`src/rtl/preamble_deframer_iq_unpacker_core_assert.svh`:
```
// ----------------------------------------------------------------------------
// Assertion macros for the preamble deframer / IQ unpacker
// Concurrent checks on the clock with asynchronous active-low reset; they
// compile to nothing when SYNTHESIS is defined.
// ----------------------------------------------------------------------------
`ifndef PREAMBLE_DEFRAMER_IQ_UNPACKER_CORE_ASSERT_SVH
`define PREAMBLE_DEFRAMER_IQ_UNPACKER_CORE_ASSERT_SVH

`ifndef SYNTHESIS

// same-cycle implication
`define PDIQ_ASSERT_NOW(lbl, clk, rst_n, ante, cons) \
	lbl: assert property (@(posedge clk) disable iff (!rst_n) (ante) |-> (cons)) \
		else $error("pdiq: same-cycle check failed");

// next-cycle implication
`define PDIQ_ASSERT_NEXT(lbl, clk, rst_n, ante, cons) \
	lbl: assert property (@(posedge clk) disable iff (!rst_n) (ante) |=> (cons)) \
		else $error("pdiq: next-cycle check failed");

`else

`define PDIQ_ASSERT_NOW(lbl, clk, rst_n, ante, cons)
`define PDIQ_ASSERT_NEXT(lbl, clk, rst_n, ante, cons)

`endif

`endif

```
`src/rtl/pdiq_pkg.sv`:
```
// ----------------------------------------------------------------------------
// pdiq_pkg
// Shared constants and types of the preamble deframer / IQ unpacker.
// ----------------------------------------------------------------------------
package pdiq_pkg;

	// sync pattern: seven fill bytes and one start byte
	localparam logic [7:0] SYNC_BYTE = 8'h55;
	localparam logic [7:0] SYNC_LAST = 8'hD5;
	localparam int         SYNC_LEN  = 8;

	// field and state widths
	localparam int BYTE_W   = 8;
	localparam int WIN_W    = 56;
	localparam int FILL_W   = 3;
	localparam int GATHER_W = 40;
	localparam int SAMPLE_W = 24;
	localparam int SLIP_W   = 16;
	localparam int RATE_W   = 8;
	localparam int PHASE_W  = 3;
	localparam int CMP_W    = 10;

	// bytes per sample pair in each mode
	localparam int PAIR_WIDE   = 6;
	localparam int PAIR_NARROW = 4;

	// rate indexes below this select 24-bit samples
	localparam logic [RATE_W-1:0] WIDE_LIMIT = 8'd8;

	localparam logic [SLIP_W-1:0] SLIP_MAX = 16'hFFFF;

	// one result beat
	typedef struct packed {
		logic signed [SAMPLE_W-1:0] re_sample;
		logic signed [SAMPLE_W-1:0] im_sample;
		logic                       block_last;
		logic [SLIP_W-1:0]          slip_bytes;
	} pair_t;

endpackage

```
`src/rtl/pdiq_deframer.sv`:
```
// ----------------------------------------------------------------------------
// pdiq_deframer
// Input register, sync hunt, block byte counter and sample gathering. Each
// registered byte is consumed when out_ready is high and may yield a pair.
// ----------------------------------------------------------------------------
`include "preamble_deframer_iq_unpacker_core_assert.svh"

module pdiq_deframer #(
	parameter int BLOCK_BYTES  = 508,
	parameter int HEADER_BYTES = 16
) (
	input  logic                          clk,
	input  logic                          arst_n,
	input  logic                          in_valid,
	output logic                          in_ready,
	input  logic [pdiq_pkg::BYTE_W-1:0]   in_byte,
	input  logic                          cfg_wr_en,
	input  logic [pdiq_pkg::RATE_W-1:0]   cfg_wr_data,
	input  logic                          out_ready,
	output logic                          res_valid,
	output pdiq_pkg::pair_t               res
);

	localparam int POS_W       = $clog2(BLOCK_BYTES);
	localparam int PAY_LEN     = (BLOCK_BYTES > HEADER_BYTES) ? (BLOCK_BYTES - HEADER_BYTES) : 0;
	localparam int USED_WIDE   = (PAY_LEN / pdiq_pkg::PAIR_WIDE) * pdiq_pkg::PAIR_WIDE;
	localparam int USED_NARROW = (PAY_LEN / pdiq_pkg::PAIR_NARROW) * pdiq_pkg::PAIR_NARROW;

	localparam logic [pdiq_pkg::CMP_W-1:0] HDR_C        = pdiq_pkg::CMP_W'(HEADER_BYTES);
	localparam logic [pdiq_pkg::CMP_W-1:0] END_WIDE_C   = pdiq_pkg::CMP_W'(HEADER_BYTES + USED_WIDE);
	localparam logic [pdiq_pkg::CMP_W-1:0] END_NARROW_C =
		pdiq_pkg::CMP_W'(HEADER_BYTES + USED_NARROW);
	localparam logic [pdiq_pkg::CMP_W-1:0] BLK_LAST_C   = pdiq_pkg::CMP_W'(BLOCK_BYTES - 1);

	localparam logic [pdiq_pkg::PHASE_W-1:0] PH_LAST_WIDE   =
		pdiq_pkg::PHASE_W'(pdiq_pkg::PAIR_WIDE - 1);
	localparam logic [pdiq_pkg::PHASE_W-1:0] PH_LAST_NARROW =
		pdiq_pkg::PHASE_W'(pdiq_pkg::PAIR_NARROW - 1);
	localparam logic [pdiq_pkg::FILL_W-1:0]  FILL_FULL      = 3'd7;
	localparam logic [POS_W-1:0]             POS_START      = POS_W'(pdiq_pkg::SYNC_LEN);
	localparam logic [pdiq_pkg::WIN_W-1:0]   SYNC_WIN       =
		{(pdiq_pkg::WIN_W / pdiq_pkg::BYTE_W){pdiq_pkg::SYNC_BYTE}};

	// input stage
	logic                         valid_s1;
	logic [pdiq_pkg::BYTE_W-1:0]  byte_s1;

	// deframer state
	logic [pdiq_pkg::RATE_W-1:0]   rate_q;
	logic [pdiq_pkg::WIN_W-1:0]    window_q;
	logic [pdiq_pkg::FILL_W-1:0]   fill_q;
	logic                          in_block_q;
	logic [POS_W-1:0]              pos_q;
	logic [pdiq_pkg::PHASE_W-1:0]  phase_q;
	logic [pdiq_pkg::GATHER_W-1:0] gather_q;
	logic [pdiq_pkg::SLIP_W-1:0]   slip_q;
	logic                          pending_q;
	logic                          wide_q;

	logic                         advance;
	logic [pdiq_pkg::CMP_W-1:0]   pos_ext;
	logic                         sync_hit;
	logic                         in_payload;
	logic                         pair_done;
	logic                         block_end;

	assign advance  = valid_s1 && out_ready;
	assign in_ready = !valid_s1 || out_ready;

	// decode the current byte against position and mode
	always_comb begin
		pos_ext    = pdiq_pkg::CMP_W'(pos_q);
		sync_hit   = !in_block_q && (byte_s1 == pdiq_pkg::SYNC_LAST) && (window_q == SYNC_WIN);
		in_payload = in_block_q && (pos_ext >= HDR_C) &&
			(pos_ext < (wide_q ? END_WIDE_C : END_NARROW_C));
		pair_done  = in_payload && (phase_q == (wide_q ? PH_LAST_WIDE : PH_LAST_NARROW));
		block_end  = in_block_q && (pos_ext == BLK_LAST_C);
	end

	// form the sample pair from the gathered bytes and the closing byte
	always_comb begin
		if (wide_q) begin
			res.re_sample = gather_q[39:16];
			res.im_sample = {gather_q[15:0], byte_s1};
		end else begin
			res.re_sample = {gather_q[23:8], 8'h00};
			res.im_sample = {gather_q[7:0], byte_s1, 8'h00};
		end
		res.block_last = (pos_ext == ((wide_q ? END_WIDE_C : END_NARROW_C) - 10'd1));
		res.slip_bytes = pending_q ? slip_q : '0;
		res_valid      = advance && pair_done;
	end

	// hold the rate register
	always_ff @(posedge clk or negedge arst_n) begin
		if (!arst_n) begin
			rate_q <= '0;
		end else if (cfg_wr_en) begin
			rate_q <= cfg_wr_data;
		end
	end

	// input register valid
	always_ff @(posedge clk or negedge arst_n) begin
		if (!arst_n) begin
			valid_s1 <= 1'b0;
		end else if (in_valid && in_ready) begin
			valid_s1 <= 1'b1;
		end else if (advance) begin
			valid_s1 <= 1'b0;
		end
	end

	// input register data
	always_ff @(posedge clk) begin
		if (in_valid && in_ready) begin
			byte_s1 <= in_byte;
		end
	end

	// advance hunt and block state by one byte
	always_ff @(posedge clk or negedge arst_n) begin
		if (!arst_n) begin
			window_q   <= '0;
			fill_q     <= '0;
			in_block_q <= 1'b0;
			pos_q      <= '0;
			phase_q    <= '0;
			gather_q   <= '0;
			slip_q     <= '0;
			pending_q  <= 1'b0;
			wide_q     <= 1'b1;
		end else if (advance) begin
			if (!in_block_q) begin
				if (sync_hit) begin
					in_block_q <= 1'b1;
					pos_q      <= POS_START;
					phase_q    <= '0;
					gather_q   <= '0;
					wide_q     <= (rate_q < pdiq_pkg::WIDE_LIMIT);
					pending_q  <= 1'b1;
				end else begin
					if (fill_q == FILL_FULL) begin
						if (slip_q != pdiq_pkg::SLIP_MAX) begin
							slip_q <= slip_q + 16'd1;
						end
					end else begin
						fill_q <= fill_q + 3'd1;
					end
					window_q <= {window_q[pdiq_pkg::WIN_W-pdiq_pkg::BYTE_W-1:0], byte_s1};
				end
			end else begin
				// gather payload bytes, close a pair on its last byte
				if (in_payload) begin
					if (pair_done) begin
						gather_q <= '0;
						phase_q  <= '0;
						if (pending_q) begin
							pending_q <= 1'b0;
							slip_q    <= '0;
						end
					end else begin
						gather_q <= {gather_q[pdiq_pkg::GATHER_W-pdiq_pkg::BYTE_W-1:0], byte_s1};
						phase_q  <= phase_q + 3'd1;
					end
				end
				// drop back to hunting after the block's last byte
				if (block_end) begin
					in_block_q <= 1'b0;
					pos_q      <= '0;
					phase_q    <= '0;
					gather_q   <= '0;
					window_q   <= '0;
					fill_q     <= '0;
					if (pending_q) begin
						pending_q <= 1'b0;
						slip_q    <= '0;
					end
				end else begin
					pos_q <= pos_q + POS_W'(1);
				end
			end
		end
	end

	`PDIQ_ASSERT_NOW(a_pos_in_block, clk, arst_n, in_block_q, pos_q >= POS_START)
	`PDIQ_ASSERT_NOW(a_hunt_clean, clk, arst_n, !in_block_q, (pos_q == '0) && (phase_q == '0))
	`PDIQ_ASSERT_NOW(a_pending_block, clk, arst_n, pending_q, in_block_q)
	`PDIQ_ASSERT_NOW(a_slip_first, clk, arst_n, res_valid && (res.slip_bytes != '0), pending_q)

endmodule

```
`src/rtl/pdiq_out_reg.sv`:
```
// ----------------------------------------------------------------------------
// pdiq_out_reg
// Result register on the master side; takes a new pair while the current
// one is being taken.
// ----------------------------------------------------------------------------
`include "preamble_deframer_iq_unpacker_core_assert.svh"

module pdiq_out_reg (
	input  logic            clk,
	input  logic            arst_n,
	input  logic            in_valid,
	input  pdiq_pkg::pair_t in_pair,
	output logic            ready,
	output logic            valid_q,
	output pdiq_pkg::pair_t pair_q,
	input  logic            m_tready
);

	assign ready = !valid_q || m_tready;

	// hold the beat until taken
	always_ff @(posedge clk or negedge arst_n) begin
		if (!arst_n) begin
			valid_q <= 1'b0;
		end else if (ready) begin
			valid_q <= in_valid;
		end
	end

	always_ff @(posedge clk) begin
		if (ready && in_valid) begin
			pair_q <= in_pair;
		end
	end

	`PDIQ_ASSERT_NOW(a_no_overwrite, clk, arst_n, in_valid, ready)
	`PDIQ_ASSERT_NEXT(a_load_shows, clk, arst_n, in_valid, valid_q)

endmodule

```
`src/rtl/preamble_deframer_iq_unpacker_core.sv`:
```
// Preamble deframer and IQ unpacker.
// Slave side takes one received byte per beat (s_tdata). The block hunts for
// seven 0x55 bytes and a 0xD5 that open a block of BLOCK_BYTES bytes, skips
// its HEADER_BYTES header (sync included) and unpacks the payload MSB first into
// signed 24-bit IQ pairs (rate index below 8) or 16-bit pairs shifted left by 8.
// Master side gives one pair per beat: real, imaginary and the slip count in
// m_tdata, tlast on the block's last pair. The slip count (bytes dropped
// before the preamble, saturating) is nonzero only on a block's first pair.
// cfg_wr_en/cfg_wr_data write the rate index; it is sampled at block start.
// A pair's last byte passes the input register, then the result register,
// before m_tvalid rises; a stall on the master side can hold it in between.
// Throughput is one byte per cycle while the result register can accept,
// as the state is updated from the input register for each byte.
// Reset clears the hunt state, slip count and both registers' valid bits; the
// rate index resets to 0. When the receiver stalls, the result register holds
// its beat, the input register fills and s_tready drops until the result is taken.

// ----------------------------------------------------------------------------
// preamble_deframer_iq_unpacker_core
// Top level: deframer with input register and result register.
// ----------------------------------------------------------------------------
module preamble_deframer_iq_unpacker_core #(
	parameter int BLOCK_BYTES  = 508,
	parameter int HEADER_BYTES = 16
) (
	input  logic        clk,
	input  logic        arst_n,
	input  logic        s_tvalid,
	output logic        s_tready,
	input  logic [7:0]  s_tdata,      // [7:0] rx_byte
	output logic        m_tvalid,
	input  logic        m_tready,
	output logic [63:0] m_tdata,      // [23:0] re_sample, [47:24] im_sample, [63:48] slip_bytes
	output logic        m_tlast,      // block_last
	input  logic        cfg_wr_en,
	input  logic [7:0]  cfg_wr_data   // rate_index
);

	logic            out_ready;
	logic            res_valid;
	pdiq_pkg::pair_t res;
	pdiq_pkg::pair_t pair_q;

	pdiq_deframer #(
		.BLOCK_BYTES  (BLOCK_BYTES),
		.HEADER_BYTES (HEADER_BYTES)
	) u_deframer (
		.clk         (clk),
		.arst_n      (arst_n),
		.in_valid    (s_tvalid),
		.in_ready    (s_tready),
		.in_byte     (s_tdata),
		.cfg_wr_en   (cfg_wr_en),
		.cfg_wr_data (cfg_wr_data),
		.out_ready   (out_ready),
		.res_valid   (res_valid),
		.res         (res)
	);

	pdiq_out_reg u_out_reg (
		.clk      (clk),
		.arst_n   (arst_n),
		.in_valid (res_valid),
		.in_pair  (res),
		.ready    (out_ready),
		.valid_q  (m_tvalid),
		.pair_q   (pair_q),
		.m_tready (m_tready)
	);

	// pack the result beat
	assign m_tdata = {pair_q.slip_bytes, pair_q.im_sample, pair_q.re_sample};
	assign m_tlast = pair_q.block_last;

endmodule
```
`config.mk`:
```
export PLATFORM = sky130hd
export DESIGN_NAME = preamble_deframer_iq_unpacker_core
export DESIGN_NICKNAME = d
export VERILOG_FILES = /design/src/rtl/pdiq_pkg.sv /design/src/rtl/pdiq_deframer.sv /design/src/rtl/pdiq_out_reg.sv /design/src/rtl/preamble_deframer_iq_unpacker_core.sv
export VERILOG_INCLUDE_DIRS = /design/src /design/src/rtl
export SDC_FILE = /design/constraint.sdc
export NUM_CORES = 1
export LEC_CHECK = 0
export ABC_CLOCK_PERIOD_IN_PS = 3180
export BUFFER_PORTS_ARGS = -buffer_cell sky130_fd_sc_hd__buf_4
export CORE_ASPECT_RATIO = 0.9
export CORE_UTILIZATION = 30
export CTS_CLUSTER_DIAMETER = 40
export DETAILED_ROUTE_END_ITERATION = 8
export REMOVE_ABC_BUFFERS = 1
export SLEW_MARGIN = 20
export SYNTH_ARGS = -nofsm -noshare
export SYNTH_HDL_FRONTEND = slang
export SYNTH_HIERARCHICAL = 1
export SYNTH_SLANG_ARGS = --single-unit
```
`constraint.sdc`:
```
create_clock -name clk -period 3.18 [get_ports clk]
set_input_delay 0.318 -clock clk [delete_from_list [all_inputs] [get_ports clk]]
set_output_delay 0.318 -clock clk [all_outputs]
set_load 0.05 [all_outputs]
```
==> metrics, run 1 <==
Hold Path Stages=2; Setup Buffers After CTS=0; synthesized area per cell=14.0 sq um; path depth of the worst reg2reg path=8; DRT Pass-1 Iters=4; WP data required=3.60 ns; Max Clock Skew=0.0221 ns; initial antenna violation count=0; count of cell types in the netlist=60; max-slew violation count=0; dpl hpwl=11800 um; wire length per cell=16.8 um; Syn Inst Count=626; FMAX=359 MHz; met3 wire length=934 um; via count=5618; HP Class=in2reg; CP Capture Type=flop; Synth top area share=38.9%; Met1 Wirelength=9090 um; via/cell ratio=5.02; Top Metal Used=met4; total CTS buffers=30; Worst Tran Pin Value=0.834 ns; I/O Pins=88; IO buf count=84; setup TNS=0 ns; Chip Height=164 um; largest area contributor in the netlist=dfrtp_1; FFs w/ async S/R, synth=65.2%; Pleak=4.63 nW; layout cells sized above 1=27.1%; period utilization=87.7%; die area=29800 sq um; RSZ-0062 raised after global routing=false; Final setup viols=0; Rows=58; Routed Wire Length=18800 um; CTS tree=built; Post-Layout Cell Count=1120; H-Tree Level Count=1; clk sink count=210; dpl ws=0.469 ns; maximum capacitance violations=0; global-route wire length before repair=30200 um; clk buf depth=3; Layout area overhead=25.8%; Starting DRT DRC Count=367; Worst-Skew Late Latency=0.56 ns; Initial Util=30.9%; metal2 WL=8430 um; kind of critical path=reg2reg; crit start category=flop; ranking of synthesized cells by area=dfrtp_1 (39%), edfxtp_1 (25%), a22o_1 (10%); Slew Limit Headroom=43.8%; Peak VDD IR=0.000388 V; final hold violation count=0; Residual DRC=0; final worst setup slack=0.391 ns; Util after Layout=38.9%; vias in the first global route=5555; largest net degree at the start of global routing=72; final net count=763; Die W=182 um; CP arrival=3.21 ns; # diodes=0; Routed Antenna Nets=0; Cells after DPL=1049; GRT Total Usage=12.6%; Synth Register Bits=210; CTS clk-pin slew, worst paths=0.06 ns; clock root cell=clkbuf_16; total power per unit cell area=731 nW/um^2; number of enable flip-flop cells after synthesis=73; register area share after synthesis=64.3%; Ys Warns=6; min cycle time layout=2.79 ns; Overflow after GRT=0; predominant post-synthesis flop cell=dfrtp_1; routability congestion estimate from global placement=0.785; CP Max Fanout=56; outcome=finished, final reports clean; hold slack final=0.0638 ns; Core Box Area=28300 sq um; Post-Syn Area=8750 sq um
## state kept, by name, summed over array words and instances, names as in the netlist, 3 cells and up, named ones only
signal	cells
u_deframer/rate_q	5
u_deframer/phase_q	3
u_deframer/gather_q	40
u_deframer/byte_s1	8
u_deframer/fill_q	3
u_deframer/pos_q	9
u_deframer/window_q	56
u_out_reg/pair_q	65
## critical path, stage by stage (launching register included)
cell      delay (ns)
edfxtp_1        0.57
nor4bb_1        0.40
nand4_1         0.15
or4_4           0.49
nor2_4          0.21
buf_4           0.19
nor3_2          0.04
buf_4           0.31
a22o_1          0.27
## path summary, 6_finish.rpt
check,start,end,slack [ns]
max in group asynchronous,arst_n,asynchronous set/reset pin,2.06
setup / recovery,u_deframer/byte_s1[4]$_DFFE_PP_,u_deframer/window_q[2]$_DFFE_PN0P_,0.39
hold reg to reg,u_deframer/window_q[50]$_DFFE_PN0P_,u_deframer/window_q[50]$_DFFE_PN0P_,0.50
min in group asynchronous,arst_n,u_deframer/rate_q[5]$_DFFE_PN0P_,0.37
setup reg to reg,u_deframer/byte_s1[4]$_DFFE_PP_,u_deframer/window_q[2]$_DFFE_PN0P_,0.39
hold / removal,cfg_wr_en,u_deframer/rate_q[5]$_DFFE_PN0P_,0.06
## layout make-up
| type | instances | area [sq um] |
|---|---|---|
| Clock buffer | 36 | 793 |
| Clock inverter | 20 | 216 |
| Fill cell | 2661 | 17300 |
| Inverter | 5 | 18.8 |
| Multi-Input combinational cell | 373 | 2940 |
| Sequential cell | 210 | 5620 |
| Tap cell | 360 | 450 |
| Timing Repair Buffer | 116 | 962 |
## timing repair
item	in CTS	in global routing
hold buffers	15	0
hold endpoints to repair	82	0
gates resized for setup	0	0
## placed cells by master (no fill, tap or decap), types with 5 or more instances in the layout
cell type	netlist	layout
a221o_1	12	12
nand2_1	20	20
mux2_2	37	37
clkinv_4	0	5
inv_1	5	5
ha_1	6	6
a21oi_1	6	6
dfrtp_1	136	136
dlygate4sd3_1	0	15
or4_1	5	5
nor4bb_1	7	7
nand4_1	12	12
nand3_1	13	13
nor2b_1	12	12
a22o_1	102	102
clkbuf_16	0	30
o21ai_1	11	11
edfxtp_1	73	73
buf_4	6	96
and2_1	36	36
nor2_1	12	12
nor4_1	10	10
nand2b_1	5	5
## layer usage
metal  up-vias  GRT usage [%]
li1       2664              -
met1      2800           17.7
met2       120           19.9
met3        34           2.57
met4         0           3.28
met5         -              0
## synth_stat cells (all sizes together) (5+ instances only)
cell type	count
dfrtp	136
and2	37
nand2b	6
inv	5
nor4	10
ha	6
nor4bb	7
nor4b	5
nor2b	12
nand3	13
clkbuf	12
a221o	12
a21oi	7
a22o	102
buf	26
nand2	20
edfxtp	73
o21ai	16
or4	6
nor3	5
nand4	12
mux2	38
nor2	13
## cells by family (layout without fill, tap and decap cells)
group | count (synthesis) | count (layout) | synth area share, %
compound gates | 160 | 160 | 15.3
xor+xnor | 3 | 3 | 0.300
simple gates | 166 | 166 | 12.0
mux | 38 | 38 | 4.89
flops | 210 | 210 | 64.3
fa+ha+maj | 6 | 6 | 0.858
buf+inv | 43 | 177 | 2.42
## stage by stage
stage	area (sq um)	power, mW
6_report	11000	8.04
5_1_grt	11000	8.40
4_1_cts	11000	8.13
3_5_place_dp	9840	4.84
3_3_place_gp	9840	4.80
2_1_floorplan	8560	4.37
## report_power, final
part | internal, mW | leakage, nW | switching, mW | total (mW)
logic | 0.558 | 1.62 | 0.707 | 1.26
registers | 3.23 | 2.52 | 0.301 | 3.53
clock network | 1.97 | 0.483 | 1.27 | 3.24
total | 5.76 | 4.63 | 2.28 | 8.04
No activity file was read; power rests on OpenSTA's default activity.
==> run 2, diff against run 1 <==
Settings changed: SYNTH_HIERARCHICAL 1 to unset.
==> metrics, run 2 <==
clock power share=38.9%; Max Clock Skew=0.0138 ns; Worst Tran Pin Value=0.746 ns; Util after Layout=38.1%; CP arrival=2.98 ns; I/O Pins=88; initial antenna violation count=0; Seq pwr share=43.6%; Routed Wire Length=19500 um; switching share of power=29.8%; Synth Register Bits=210; CP Max Fanout=6; Post-Layout Cell Count=1228; global routing usage on met1=19.4%; H-Tree Level Count=1; final hold violation count=0; largest area contributor in the netlist=dfrtp_1; met3 Use GR=2.24%; count leader, synth=dfrtp_1; Worst-Skew Late Latency=0.53 ns; kind of critical path=reg2reg; max-slew violation count=0; dpl ws=0.726 ns; RSZ-0062 raised after global routing=false; commonest non-fill, non-tap cell in the layout=dfrtp_1; CTS tree=built; outcome=finished, final reports clean; clock root cell=clkbuf_16; Peak VDD IR=0.000396 V; final net count=837; DRT Pass-1 Iters=4; maximum capacitance violations=0; synthesized area per cell=12.4 sq um; Initial Util=30.6%; placed cell areas=9980 sq um; layer with the highest usage=met2; vias in the first global route=6043; Final setup viols=0; path depth of the worst reg2reg path=6; largest net degree at the start of global routing=78; Layout area overhead=24.2%; FFs w/ async S/R, synth=65.2%; count of cell types in the netlist=52; Starting DRT DRC Count=452; Chip Height=165 um; Core Box Area=29000 sq um; Residual DRC=0; CP startpoint=u_deframer.byte_s1[6]$_DFFE_PP_; Fill cells=2786; routability congestion estimate from global placement=0.783; WP data required=3.62 ns; Biggest register=u_out_reg.pair_q; Pleak=4.50 nW; layout cells sized above 1=23.7%; # diodes=0; Cells after DPL=1165; clk sink count=210; Syn Inst Count=717; Routed Antenna Nets=0; met2 Usage GRT=19.8%; Post-synth top cells=dfrtp_1 (136), o21ai_0 (91), edfxtp_1 (73), nand2_1 (65), a22o_1 (58); hold slack final=0.0220 ns; CTS clk-pin slew, worst paths=0.06 ns; final worst setup slack=0.643 ns; GRT Total Usage=13.1%; wire length per cell=15.9 um; via/cell ratio=4.93; FMAX=394 MHz; Die W=183 um; dpl hpwl=12100 um; biggest regs=u_out_reg.pair_q x65, u_deframer.window_q x56, u_deframer.gather_q x40; commonest cells after routing, fill and taps aside=dfrtp_1 (136), buf_4 (96), o21ai_0 (91); number of enable flip-flop cells after synthesis=73; crit start category=flop; Ys Warns=0; Switch Pwr=2.41 mW; Post-Syn Area=8890 sq um; Slew Limit Headroom=50.3%; register area share after synthesis=63.2%; ranking of synthesized cells by area=dfrtp_1 (38%), edfxtp_1 (25%), a22o_1 (5.7%); CP Capture Type=flop; IO buf count=84; combinational cell fraction of total power=17.6%; total power per unit cell area=733 nW/um^2; Overflow after GRT=0; Hold Path Stages=2; period utilization=79.8%; clk buf depth=3; predominant post-synthesis flop cell=dfrtp_1; global-route wire length before repair=32200 um; Rows=59; P_int=5.68 mW; via count=6060; HP Start=cfg_wr_data[3]; max reg flops=65; die area=30300 sq um; HP Class=in2reg; r2r startpoint=u_deframer.byte_s1[6]$_DFFE_PP_; min cycle time layout=2.54 ns; Synth top area share=38.3%; final instance area=11000 sq um; total CTS buffers=29
-- run 2: cell count changes in the layout (fill, tap and decap cells not counted), sizes merged, moves of 4 or more --
cell | previous run | this run
o21ai | 16 | 102
dlygate4sd3 | 15 | 10
a221o | 12 | 2
or4 | 6 | 2
nor3b | 2 | 6
mux2i | 0 | 4
inv | 9 | 14
o22a | 0 | 12
nand2 | 20 | 65
nor2b | 12 | 5
a22o | 102 | 58
-- run 2: final cells by class --
class	count	area [sq um]	share of cell area [%]
Tap cell	396	495	4.49
Clock inverter	16	156	1.42
Sequential cell	210	5620	50.9
Inverter	12	45.0	0.408
Clock buffer	37	807	7.31
Multi-Input combinational cell	448	3050	27.6
Timing Repair Buffer	109	872	7.90
-- run 2: power by group through the flow --
| stage | Clock (mW) | Sequential (mW) | Combinational [mW] |
|---|---|---|---|
| floorplan | 0 | 3.72 | 0.735 |
| global placement | 0 | 3.56 | 1.39 |
| detailed placement | 0 | 3.58 | 1.42 |
| CTS | 3.22 | 3.53 | 1.44 |
| global route | 3.33 | 3.58 | 1.59 |
| finish | 3.15 | 3.53 | 1.42 |
-- run 2: worst paths after layout --
kind / slack (ns) / end
setup / recovery: 0.64 / u_deframer.pos_q[4]$_DFFE_PN0P_
hold / removal: 0.02 / u_deframer.rate_q[3]$_DFFE_PN0P_
setup reg to reg: 0.64 / u_deframer.pos_q[4]$_DFFE_PN0P_
hold reg to reg: 0.50 / u_deframer.rate_q[5]$_DFFE_PN0P_
max in group asynchronous: 2.02 / u_deframer.wide_q$_DFFE_PN1P_
min in group asynchronous: 0.39 / u_deframer.rate_q[3]$_DFFE_PN0P_
-- run 2: critical path, cell delays in order (launching register included) --
cell	delay [ns]
edfxtp_1	0.49
nor4bb_1	0.38
nand4_1	0.17
nor3_1	0.47
a21oi_1	0.27
or4_1	0.51
a21boi_1	0.15
-- run 2: through the flow --
stage	TNS, ns	total power, mW
global route	0	8.50
finish	0	8.10
floorplan	-116.44	4.45
detailed placement	0	5.00
global placement	0	4.95
CTS	0	8.19
-- run 2: kinds of logic (layout without fill, tap and decap cells) --
kind of cell               Yosys count  after routing  share of synthesized area [%]
adders and majority gates            6              6                          0.844
muxes                               44             44                           5.52
AOI/OAI and AO/OA                  194            194                           14.6
and+or+nand+nor                    204            204                           12.9
buffers and inverters               59            174                           2.87
DFF                                210            210                           63.2
-- run 2: timing repair --
| item | CTS | global route |
|---|---|---|
| resized for setup | 0 | 0 |
| endpoints found under the hold margin | 84 | 0 |
| hold buffers | 10 | 0 |
| buffers inserted | 0 | 0 |
-- run 2: routing by layer --
layer  up-vias  share of wire [%]  routed length (um)
met5         -                  0                   0
met4         0                1.9                 363
met3        31                4.6                 905
met2       143                 45                8760
met1      3029                 49                9510
li1       2857                  -                   -
==> run 3, diff against run 2 <==
Settings changed: ABC_CLOCK_PERIOD_IN_PS 3180 to 2530.
Clock period 3.18 ns to 2.53 ns, I/O delays scaled along.
==> metrics, run 3 (same netlist as run 2, synthesis figures left out) <==
switching share of power=29.6%; setup TNS=0 ns; Biggest register=u_out_reg.pair_q; Cells after DPL=1178; dpl hpwl=12100 um; outcome=finished, final reports clean; via count=6066; HP Class=in2reg; Routed Antenna Nets=0; Worst Tran Pin Value=0.768 ns; clk buf depth=3; global routing usage on met1=19.4%; Max Clock Skew=0.0186 ns; Final setup viols=0; crit path cell chain=nor4bb_1 > nand4_1 > or3_4 > o21ai_4 > nand2b_2 > buf_12 > a22o_1; clock power share=40.2%; kind of critical path=reg2reg; RSZ-0062 raised after global routing=false; Core Box Area=29000 sq um; max-slew violation count=0; max reg flops=65; Overflow after GRT=0; total CTS buffers=30; CTS tree=built; WP data required=3.00 ns; maximum capacitance violations=0; final hold violation count=0; Pwr Total=10.5 mW; Rows=59; Residual DRC=0; CTS clk-pin slew, worst paths=0.06 ns; GRT Total Usage=13.2%; Routed Wire Length=19600 um; die area=30300 sq um; min cycle time layout=2.38 ns; wire length per cell=15.7 um; CP arrival=2.85 ns; period utilization=94.2%; met3 Use GR=2.30%; FMAX=419 MHz; total power per unit cell area=925 nW/um^2; CP Max Fanout=43; I/O Pins=88; Slew Limit Headroom=48.6%; Worst-Skew Late Latency=0.54 ns; Peak VDD IR=0.000479 V; final net count=856; largest net degree at the start of global routing=65; Die W=183 um; Seq pwr share=42.2%; via/cell ratio=4.86; clock root cell=clkbuf_16; initial antenna violation count=1; FF/Latch Area=5620 sq um; commonest non-fill, non-tap cell in the layout=dfrtp_1; routability congestion estimate from global placement=0.790; vias in the first global route=6127; commonest cells after routing, fill and taps aside=dfrtp_1 (136), buf_4 (106), o21ai_0 (91); combinational cell fraction of total power=17.6%; clk sink count=210; Starting DRT DRC Count=412; IO buf count=84; Initial Util=30.6%; layer with the highest usage=met2; Pleak=4.65 nW; Post-Layout Cell Count=1249; area of the multi-input gates=3050 sq um; CP Capture Type=flop; biggest regs=u_out_reg.pair_q x65, u_deframer.window_q x56, u_deframer.gather_q x40; Crit path largest cell delay=0.47 ns; met2 Usage GRT=20.1%; hold slack final=0.0246 ns; Switch Pwr=3.10 mW; H-Tree Level Count=1; layout cells sized above 1=25.6%; Fill cells=2777; # diodes=0; crit start category=flop; Chip Height=165 um; CP max-delay cell=or3_4; DRT Pass-1 Iters=5; global-route wire length before repair=32500 um; P_int=7.38 mW; Setup Buffers After CTS=0; Layout area overhead=27.3%
-- run 3: critical path: cells and delay by family (launching register included) --
family          cells  cell delay, ns
buf+inv             1            0.24
compound gates      2            0.36
flops               1            0.39
simple gates        4            1.32
-- run 3: power groups by stage --
| stage | clock, mW | sequential, mW | combinational (mW) |
|---|---|---|---|
| 2_1_floorplan | 0 | 4.67 | 0.924 |
| 3_3_place_gp | 0 | 4.47 | 1.80 |
| 3_5_place_dp | 0 | 4.49 | 1.84 |
| 4_1_cts | 4.31 | 4.43 | 1.86 |
| 5_1_grt | 4.47 | 4.51 | 2.07 |
| 6_report | 4.21 | 4.42 | 1.84 |
-- run 3: layout make-up --
class,count,area share (%)
Clock buffer,40,8.07
Clock inverter,16,1.22
Inverter,12,0.398
Multi-Input combinational cell,448,26.9
Sequential cell,210,49.7
Tap cell,396,4.38
Timing Repair Buffer,127,9.34
-- run 3: per-layer routing --
| layer | wire [um] | vias up |
|---|---|---|
| met5 | 0 | - |
| met2 | 8670 | 119 |
| li1 | - | 2900 |
| met4 | 388 | 0 |
| met1 | 9520 | 3014 |
| met3 | 1010 | 33 |
-- run 3: stage by stage --
step | setup slack [ns] | area (sq um) | utilization [%]
global placement | 0.187 | 10100 | 34.9
floorplan | -2.24 | 8680 | -
detailed placement | 0.177 | 10100 | 34.9
global route | 0.0156 | 11300 | 39.0
finish | 0.146 | 11300 | 39.0
CTS | 0.156 | 11300 | 39.0
-- run 3: final timing paths --
check | start | end | slack (ns) | cells past startpoint
max in group asynchronous | arst_n | u_deframer.gather_q[38]$_DFFE_PN0P_ | 1.55 | 3
worst min register to register | u_deframer.rate_q[3]$_DFFE_PN0P_ | u_deframer.rate_q[3]$_DFFE_PN0P_ | 0.50 | 1
worst max-delay path | u_deframer.byte_s1[1]$_DFFE_PP_ | u_deframer.window_q[20]$_DFFE_PN0P_ | 0.15 | 7
worst min-delay path | cfg_wr_en | u_deframer.rate_q[3]$_DFFE_PN0P_ | 0.02 | 2
min in group asynchronous | arst_n | u_deframer.gather_q[3]$_DFFE_PN0P_ | 0.28 | 2
worst max register to register | u_deframer.byte_s1[1]$_DFFE_PP_ | u_deframer.window_q[20]$_DFFE_PN0P_ | 0.15 | 7
-- run 3: repair_timing --
item	4_1_cts	5_1_grt
endpoints found under the setup margin	0	1
hold buffers	15	0
endpoints found under the hold margin	74	0
resized for setup	0	1
